--- config.mk ---
export PLATFORM = sky130hd
export DESIGN_NAME = psk_pulse_preamble_decoder_top
export DESIGN_NICKNAME = d
export VERILOG_FILES = /design/src/sv/ppd_pkg.sv /design/src/sv/psk_pulse_preamble_decoder_top.sv /design/src/sv/ppd_ctrl.sv /design/src/sv/ppd_datapath.sv
export SDC_FILE = /design/constraint.sdc
export NUM_CORES = 1
export LEC_CHECK = 0
export BUFFER_PORTS_ARGS = -buffer_cell sky130_fd_sc_hd__buf_2
export CORE_ASPECT_RATIO = 0.75
export CORE_MARGIN = 3
export CORE_UTILIZATION = 55
export CTS_CLUSTER_DIAMETER = 50
export DETAILED_ROUTE_END_ITERATION = 10
export PLACE_DENSITY = 0.72
export RECOVER_POWER = 25
export REMOVE_ABC_BUFFERS = 1
export SLEW_MARGIN = 0
export SYNTH_ARGS = -nofsm -noshare
export SYNTH_HDL_FRONTEND = slang
export SYNTH_HIERARCHICAL = 1
export SYNTH_SLANG_ARGS = --single-unit
--- constraint.sdc ---
create_clock -name aclk -period 7 [get_ports aclk]
set_clock_uncertainty 0.15 [all_clocks]
set_input_delay 0.7 -clock aclk [delete_from_list [all_inputs] [get_ports aclk]]
set_output_delay 0.7 -clock aclk [all_outputs]
set_load 0.005 [all_outputs]
--- src/sv/ppd_pkg.sv ---
// ----------------------------------------------------------------------------
// ppd_pkg
// Shared constants and controller/datapath interface types for the PSK pulse
// preamble decoder.
// ----------------------------------------------------------------------------
package ppd_pkg;

    localparam int WINDOW_BITS = 128;

    localparam logic [31:0] SYNC_WORD   = 32'h4944544B;
    localparam logic [17:0] ROUND_US    = 18'd127;
    localparam logic [17:0] LONG_US     = 18'd16320;
    localparam logic [16:0] PHASE_FIX   = 17'd120;
    localparam logic [15:0] PHASE_MIN   = 16'd120;
    localparam logic [15:0] HALF_US     = 16'd127;
    localparam logic [15:0] QUARTER_US  = 16'd63;
    localparam int          REM_W       = 14;
    localparam logic [REM_W-1:0] US_PER_BIT = 14'd255;

    localparam logic [1:0] PATH_TRUE      = 2'd0;
    localparam logic [1:0] PATH_INV       = 2'd1;
    localparam logic [1:0] PATH_TRUE_SHFT = 2'd2;
    localparam logic [1:0] PATH_INV_SHFT  = 2'd3;

    typedef struct packed {
        logic       load;
        logic       clear;
        logic       setup;
        logic       push;
        logic       done;
        logic       found;
        logic [1:0] path;
    } ctrl_cmd_t;

    typedef struct packed {
        logic is_clear;
        logic active;
        logic more;
        logic match;
        logic out_free;
    } dp_stat_t;

endpackage

--- src/sv/psk_pulse_preamble_decoder_top.sv ---
// ----------------------------------------------------------------------------
// psk_pulse_preamble_decoder_top
// PSK pulse preamble decoder: pulses in, preamble search result out.
// ----------------------------------------------------------------------------
// Each input beat on the s_ channel carries one pulse (level and duration in
// microseconds) or, with s_tuser high, a command that zeroes all four shift
// windows. Each input beat yields exactly one output beat on the m_ channel
// with the found flag, the matching window and the held 64-bit word.
// A beat is accepted only when the sequencer is idle. A clear beat goes from
// the setup state, which zeroes the windows, to the finish state. A pulse beat
// visits each window in order: a window that runs gets a setup step, one bit
// push per cycle into the selected window and a closing step; a skipped
// window gets a setup step only. A match ends the search at once, and a
// window takes at most 63 bits per pulse.
// The result sits in an output register, so the next beat is accepted while
// it waits; if the receiver holds m_tready low, the sequencer waits at the
// end of its next item until the output register is free.
// Reset (aresetn low, synchronous) zeroes all windows and the held word and
// drops m_tvalid and s_tready.
// ----------------------------------------------------------------------------
module psk_pulse_preamble_decoder_top (
    input  logic        aclk,
    input  logic        aresetn,
    input  logic        s_tvalid,
    output logic        s_tready,
    input  logic [23:0] s_tdata,   // level, pulse_us
    input  logic        s_tuser,   // command
    output logic        m_tvalid,
    input  logic        m_tready,
    output logic [71:0] m_tdata    // found, path, decoded_word
);

    ppd_pkg::ctrl_cmd_t cmd;
    ppd_pkg::dp_stat_t  stat;

    ppd_ctrl u_ctrl (
        .aclk     (aclk),
        .aresetn  (aresetn),
        .s_tvalid (s_tvalid),
        .s_tready (s_tready),
        .stat     (stat),
        .cmd      (cmd)
    );

    ppd_datapath u_datapath (
        .aclk     (aclk),
        .aresetn  (aresetn),
        .s_tdata  (s_tdata),
        .s_tuser  (s_tuser),
        .m_tvalid (m_tvalid),
        .m_tready (m_tready),
        .m_tdata  (m_tdata),
        .cmd      (cmd),
        .stat     (stat)
    );

endmodule

--- src/sv/ppd_ctrl.sv ---
// ----------------------------------------------------------------------------
// ppd_ctrl
// Sequencer: walks the four windows in order, one bit push per cycle, stops
// at the first match, and hands the result to the output register.
// ----------------------------------------------------------------------------
module ppd_ctrl (
    input  logic               aclk,
    input  logic               aresetn,
    input  logic               s_tvalid,
    output logic               s_tready,
    input  ppd_pkg::dp_stat_t  stat,
    output ppd_pkg::ctrl_cmd_t cmd
);

    typedef enum logic [2:0] {
        ST_IDLE,
        ST_SETUP,
        ST_RUN,
        ST_FINISH
    } state_t;

    state_t     state_reg, state_next;
    logic [1:0] path_reg, path_next;
    logic       found_reg, found_next;

    always_comb begin
        state_next = state_reg;
        path_next  = path_reg;
        found_next = found_reg;
        cmd        = '0;
        cmd.path   = path_reg;
        cmd.found  = found_reg;
        s_tready   = 1'b0;
        case (state_reg)
            ST_IDLE: begin
                s_tready = aresetn;
                if (s_tvalid && aresetn) begin
                    cmd.load   = 1'b1;
                    path_next  = ppd_pkg::PATH_TRUE;
                    found_next = 1'b0;
                    state_next = ST_SETUP;
                end
            end
            ST_SETUP: begin
                if (stat.is_clear) begin
                    cmd.clear  = 1'b1;
                    state_next = ST_FINISH;
                end else if (stat.active) begin
                    cmd.setup  = 1'b1;
                    state_next = ST_RUN;
                end else if (path_reg == ppd_pkg::PATH_INV_SHFT) begin
                    state_next = ST_FINISH;
                end else begin
                    path_next = path_reg + 2'd1;
                end
            end
            ST_RUN: begin
                if (stat.more) begin
                    cmd.push = 1'b1;
                    if (stat.match) begin
                        found_next = 1'b1;
                        state_next = ST_FINISH;
                    end
                end else if (path_reg == ppd_pkg::PATH_INV_SHFT) begin
                    state_next = ST_FINISH;
                end else begin
                    path_next  = path_reg + 2'd1;
                    state_next = ST_SETUP;
                end
            end
            ST_FINISH: begin
                if (stat.out_free) begin
                    cmd.done   = 1'b1;
                    state_next = ST_IDLE;
                end
            end
            default: begin
                state_next = ST_IDLE;
            end
        endcase
    end

    always_ff @(posedge aclk) begin
        if (!aresetn) begin
            state_reg <= ST_IDLE;
            path_reg  <= ppd_pkg::PATH_TRUE;
            found_reg <= 1'b0;
        end else begin
            state_reg <= state_next;
            path_reg  <= path_next;
            found_reg <= found_next;
        end
    end

endmodule

--- src/sv/ppd_datapath.sv ---
// ----------------------------------------------------------------------------
// ppd_datapath
// Item register, microsecond remainder down-counter, the four shift windows with the
// preamble compare, the held word and the output register.
// ----------------------------------------------------------------------------
module ppd_datapath (
    input  logic               aclk,
    input  logic               aresetn,
    input  logic [23:0]        s_tdata,
    input  logic               s_tuser,
    output logic               m_tvalid,
    input  logic               m_tready,
    output logic [71:0]        m_tdata,
    input  ppd_pkg::ctrl_cmd_t cmd,
    output ppd_pkg::dp_stat_t  stat
);

    localparam int W = ppd_pkg::WINDOW_BITS;

    logic                      clear_item_reg;
    logic                      level_reg;
    logic [15:0]               dur_reg;
    logic [ppd_pkg::REM_W-1:0] rem_reg;
    logic [W-1:0]              win_reg [4];
    logic [63:0]               held_reg;
    logic                      m_tvalid_reg;
    logic                      out_found_reg;
    logic [1:0]                out_path_reg;
    logic [63:0]               out_word_reg;

    logic [16:0]  dur_ext;
    logic [16:0]  dur_fix;
    logic [16:0]  base_us;
    logic [17:0]  total_us;
    logic         enabled;
    logic         first_pair;
    logic         push_bit;
    logic [W-1:0] win_sel;
    logic [W-1:0] win_shift;
    logic         match;

    assign first_pair = (cmd.path == ppd_pkg::PATH_TRUE) || (cmd.path == ppd_pkg::PATH_INV);
    assign dur_ext    = {1'b0, dur_reg};

    always_comb begin
        if (level_reg) begin
            dur_fix = dur_ext + ppd_pkg::PHASE_FIX;
        end else if (dur_reg > ppd_pkg::PHASE_MIN) begin
            dur_fix = dur_ext - ppd_pkg::PHASE_FIX;
        end else begin
            dur_fix = dur_ext;
        end
    end

    assign base_us  = first_pair ? dur_ext : dur_fix;
    assign total_us = {1'b0, base_us} + ppd_pkg::ROUND_US;
    assign enabled  = first_pair ? (dur_reg > ppd_pkg::HALF_US) : (dur_reg > ppd_pkg::QUARTER_US);

    assign push_bit  = level_reg ^ cmd.path[0];
    assign win_sel   = win_reg[cmd.path];
    assign win_shift = {win_sel[W-2:0], push_bit};
    assign match     = (win_shift[W-1 -: 32] == ppd_pkg::SYNC_WORD);

    assign stat.is_clear = clear_item_reg;
    assign stat.active   = enabled && (total_us < ppd_pkg::LONG_US);
    assign stat.more     = (rem_reg >= ppd_pkg::US_PER_BIT);
    assign stat.match    = match;
    assign stat.out_free = !m_tvalid_reg || m_tready;

    always_ff @(posedge aclk) begin
        if (cmd.load) begin
            clear_item_reg <= s_tuser;
            level_reg      <= s_tdata[0];
            dur_reg        <= s_tdata[16:1];
        end
        if (cmd.setup) begin
            rem_reg <= total_us[ppd_pkg::REM_W-1:0];
        end else if (cmd.push) begin
            rem_reg <= rem_reg - ppd_pkg::US_PER_BIT;
        end
        if (cmd.done) begin
            out_found_reg <= cmd.found;
            out_path_reg  <= cmd.found ? cmd.path : ppd_pkg::PATH_TRUE;
            out_word_reg  <= held_reg;
        end
    end

    always_ff @(posedge aclk) begin
        if (!aresetn) begin
            for (int p = 0; p < 4; p++) begin
                win_reg[p] <= '0;
            end
            held_reg     <= '0;
            m_tvalid_reg <= 1'b0;
        end else begin
            if (cmd.clear) begin
                for (int p = 0; p < 4; p++) begin
                    win_reg[p] <= '0;
                end
            end else if (cmd.push) begin
                win_reg[cmd.path] <= win_shift;
                if (match) begin
                    held_reg <= win_shift[W-1 -: 64];
                end
            end
            if (cmd.done) begin
                m_tvalid_reg <= 1'b1;
            end else if (m_tready) begin
                m_tvalid_reg <= 1'b0;
            end
        end
    end

    assign m_tvalid = m_tvalid_reg;
    assign m_tdata  = {5'd0, out_word_reg, out_path_reg, out_found_reg};

endmodule
==> impl_metrics.ini <==
[status]
status = finished, violations left
violations = capacitance limit, slew limit

[setup_path]
crit_fanout = 68
crit_chain = clkinv_2 > a41o_1 > a21oi_1 > xnor2_2 > nor4_4 > and2_0 > a31oi_1 > or4_1 > o211a_1 > and3b_1 > or2_2
crit_required_ns = 7.13
start_kind = flop
slowest_stage = dfxtp_4
end_kind = flop
critPathMaxStageDelay_ns = 0.81
crit_type = reg -> reg
crit_arrival_ns = 5.91

[global_route]
grt.total_usage_pct = 19.2
antenna_found_initial = 1
met3_usage_pct = 3.49
busiest_layer = met1
grt_pass1_vias = 15480
grt_util_met2_pct = 28.8
grt_overflow = 0
grt_max_degree = 144
grtUsageMet1_pct = 29.0
grt_pass1_wl_um = 84000

[synthesis]
yosys-top-cells-area = edfxtp_1 (64%), mux4_2 (5.0%), dfxtp_1 (4.9%)
synthArstFlopShare_pct = 0
synthTopCellsByCount = edfxtp_1 (607), nor2b_1 (222), clkbuf_1 (132)
syn_avg_cell_area_um2 = 15.7
ys.flop_type = edfxtp_1
ys_seq_area_share_pct = 69.2
yosysMostFrequentCell = edfxtp_1
synth_seq_cells = 677
synthCells = 1811
synth_warnings = 6
synth-edff-count = 607
syn_area_mm2 = 0.0284
yosys.area.top_type = edfxtp_1
ys_types = 81
synth.top_cell.area_share_pct = 64.3

[power]
ir_drop_uv = 221
power_density_mw_per_mm2 = 335
power.leakage_nw = 10.6

[finish]
largest_reg_flops = 508
area_delta_synth_final_pct = 10.3
multi_input_area_mm2 = 0.00797
nFillCells = 3639
fin_area_mm2 = 0.0313
diodes = 0
drive_gt1_share_pct = 14.5
ff_latch_area_mm2 = 0.0196
fin_nets = 1868

[clocking]
clk_path_buf_depth = 3
numCtsBuffers = 66
holdBufCountCts = 0
ctsResizeCount = 0
cts.sinks = 677
worstSkewPairLatency_ns = 0.59
ctsHtreeMaxLevel = 3
cts_root_buf = clkbuf_16
postCtsSetupBuffers = 0
clkTransAtPathRegs_ns = 0.06
cts_tree = done

[timing]
drv_slew = 324
post-route-min-period_ns = 5.78
max-slew-margin-rel_pct = -158
rsz0062_at_grt = false
maxClockFrequency_ghz = 0.173
setup_ws_ns = 1.22
setup_viol_count_final = 0
fin_crit_sh_pct = 82.5
tightest_slew_ns = 3.87
finalHoldViolCount = 0

[drt]
avgViaCountPerCell = 6.07
vias = 15377
final_antenna_net_count = 0
wl_per_cell_um = 20.2
drt_pass1_iterations = 6
wl_um = 51000
drc = 0
dr.first_iter.drc_count = 1591

[place]
io_buffers = 90
post_dp_cell_area_mm2 = 0.0292
place_ws_ns = 1.22
place_congestion = 0.834
dpl.hpwl_um = 25800

[floorplanning]
die_w_um = 268
ios = 103
rows = 71
initial_core_util_pct = 56.1
design.core.area_mm2 = 0.0505
die_y_um = 203
die_area_mm2 = 0.0543

[hold_path]
hold_path_class = in -> reg

[flow_run]
cap_violations = 4
layout by cell type (no fill, tap or decap), drive strengths merged, types with 4 or more instances in the layout:
master | netlist | final
clkinv | 0 | 15
nand2 | 33 | 33
o21a | 12 | 12
a31oi | 6 | 6
mux4 | 63 | 63
buf | 33 | 71
o21ai | 11 | 11
nand4 | 7 | 7
ha | 10 | 10
and4 | 128 | 128
nor4 | 13 | 13
nor4b | 126 | 126
mux2i | 39 | 39
nand3 | 17 | 17
inv | 16 | 17
clkbuf | 135 | 137
nor2 | 36 | 36
xnor2 | 19 | 19
dfxtp | 70 | 70
nand2b | 5 | 5
conb | 1 | 5
or3 | 4 | 4
o31ai | 5 | 5
and2 | 30 | 30
nor3 | 9 | 9
and3 | 68 | 68
a21oi | 18 | 18
xor2 | 11 | 11
edfxtp | 607 | 607
nor2b | 222 | 222
or4 | 6 | 6
where the power goes:
| group | switching, W | internal (W) |
|---|---|---|
| combinational | 0.00105 | 0.000654 |
| clock | 0.00145 | 0.00205 |
| sequential | 0.000237 | 0.00505 |
metrics by stage:
step                      total power (W)  hold WS [ns]  instances  util [%]   TNS, ns
after global placement            0.00702         0.257       2418      57.8         0
after global routing               0.0110         0.112       2533      61.9         0
after CTS                          0.0106         0.106       2533      62.1         0
after detailed placement          0.00707         0.259       2418      57.8         0
after floorplan                   0.00660         0.250       1647         -  -3845.48
final                              0.0105         0.147       2533      61.9         0
final timing paths:
kind,startpoint,to,cells after the start,slack [ns]
worst max-delay path,u_ctrl/path_reg[1]$_SDFFE_PN0P_,u_datapath/rem_reg[2]$_DFFE_PP_,11,1.22
worst min-delay path,s_tdata[15],u_datapath/dur_reg[14]$_DFFE_PP_,1,0.15
worst max register to register,u_ctrl/path_reg[1]$_SDFFE_PN0P_,u_datapath/rem_reg[2]$_DFFE_PP_,11,1.22
worst min register to register,u_datapath/held_reg[39]$_SDFFE_PN0P_,u_datapath/out_word_reg[39]$_DFFE_PP_,0,0.27
layout make-up:
| class | instances | area share [%] |
|---|---|---|
| sequential | 677 | 62.8 |
| multi-input combinational | 954 | 25.5 |
| timing repair buffer | 114 | 2.06 |
| clock buffer | 94 | 6.35 |
| inverter | 16 | 0.196 |
| clock inverter | 21 | 0.540 |
| tap | 657 | 2.63 |
kinds of logic (layout without fill, tap and decap cells):
group | Yosys count | count (layout) | synth area share [%]
simple gates | 723 | 723 | 17.9
compound gates | 82 | 82 | 2.16
fa+ha+maj | 10 | 10 | 0.441
xor+xnor | 30 | 30 | 0.980
buf+inv | 184 | 245 | 2.85
flops | 677 | 677 | 69.2
mux | 104 | 104 | 6.46
other cells | 1 | 5 | 0.0132
critical path: cells and delay by family (launching register included):
family,cells,cell delay (ns)
XOR/XNOR,1,0.17
AO/OA/AOI/OAI,4,1.09
AND/OR/NAND/NOR,5,2.46
buffers and inverters,1,0.75
flip-flops,1,0.81
per-layer routing:
layer | vias to the layer above | share of wire [%]
met3 | 80 | 5.2
met5 | - | 0
met2 | 395 | 46
met4 | 0 | 1.9
met1 | 7830 | 47
li1 | 7072 | -
(Power assumes the default switching activity.)
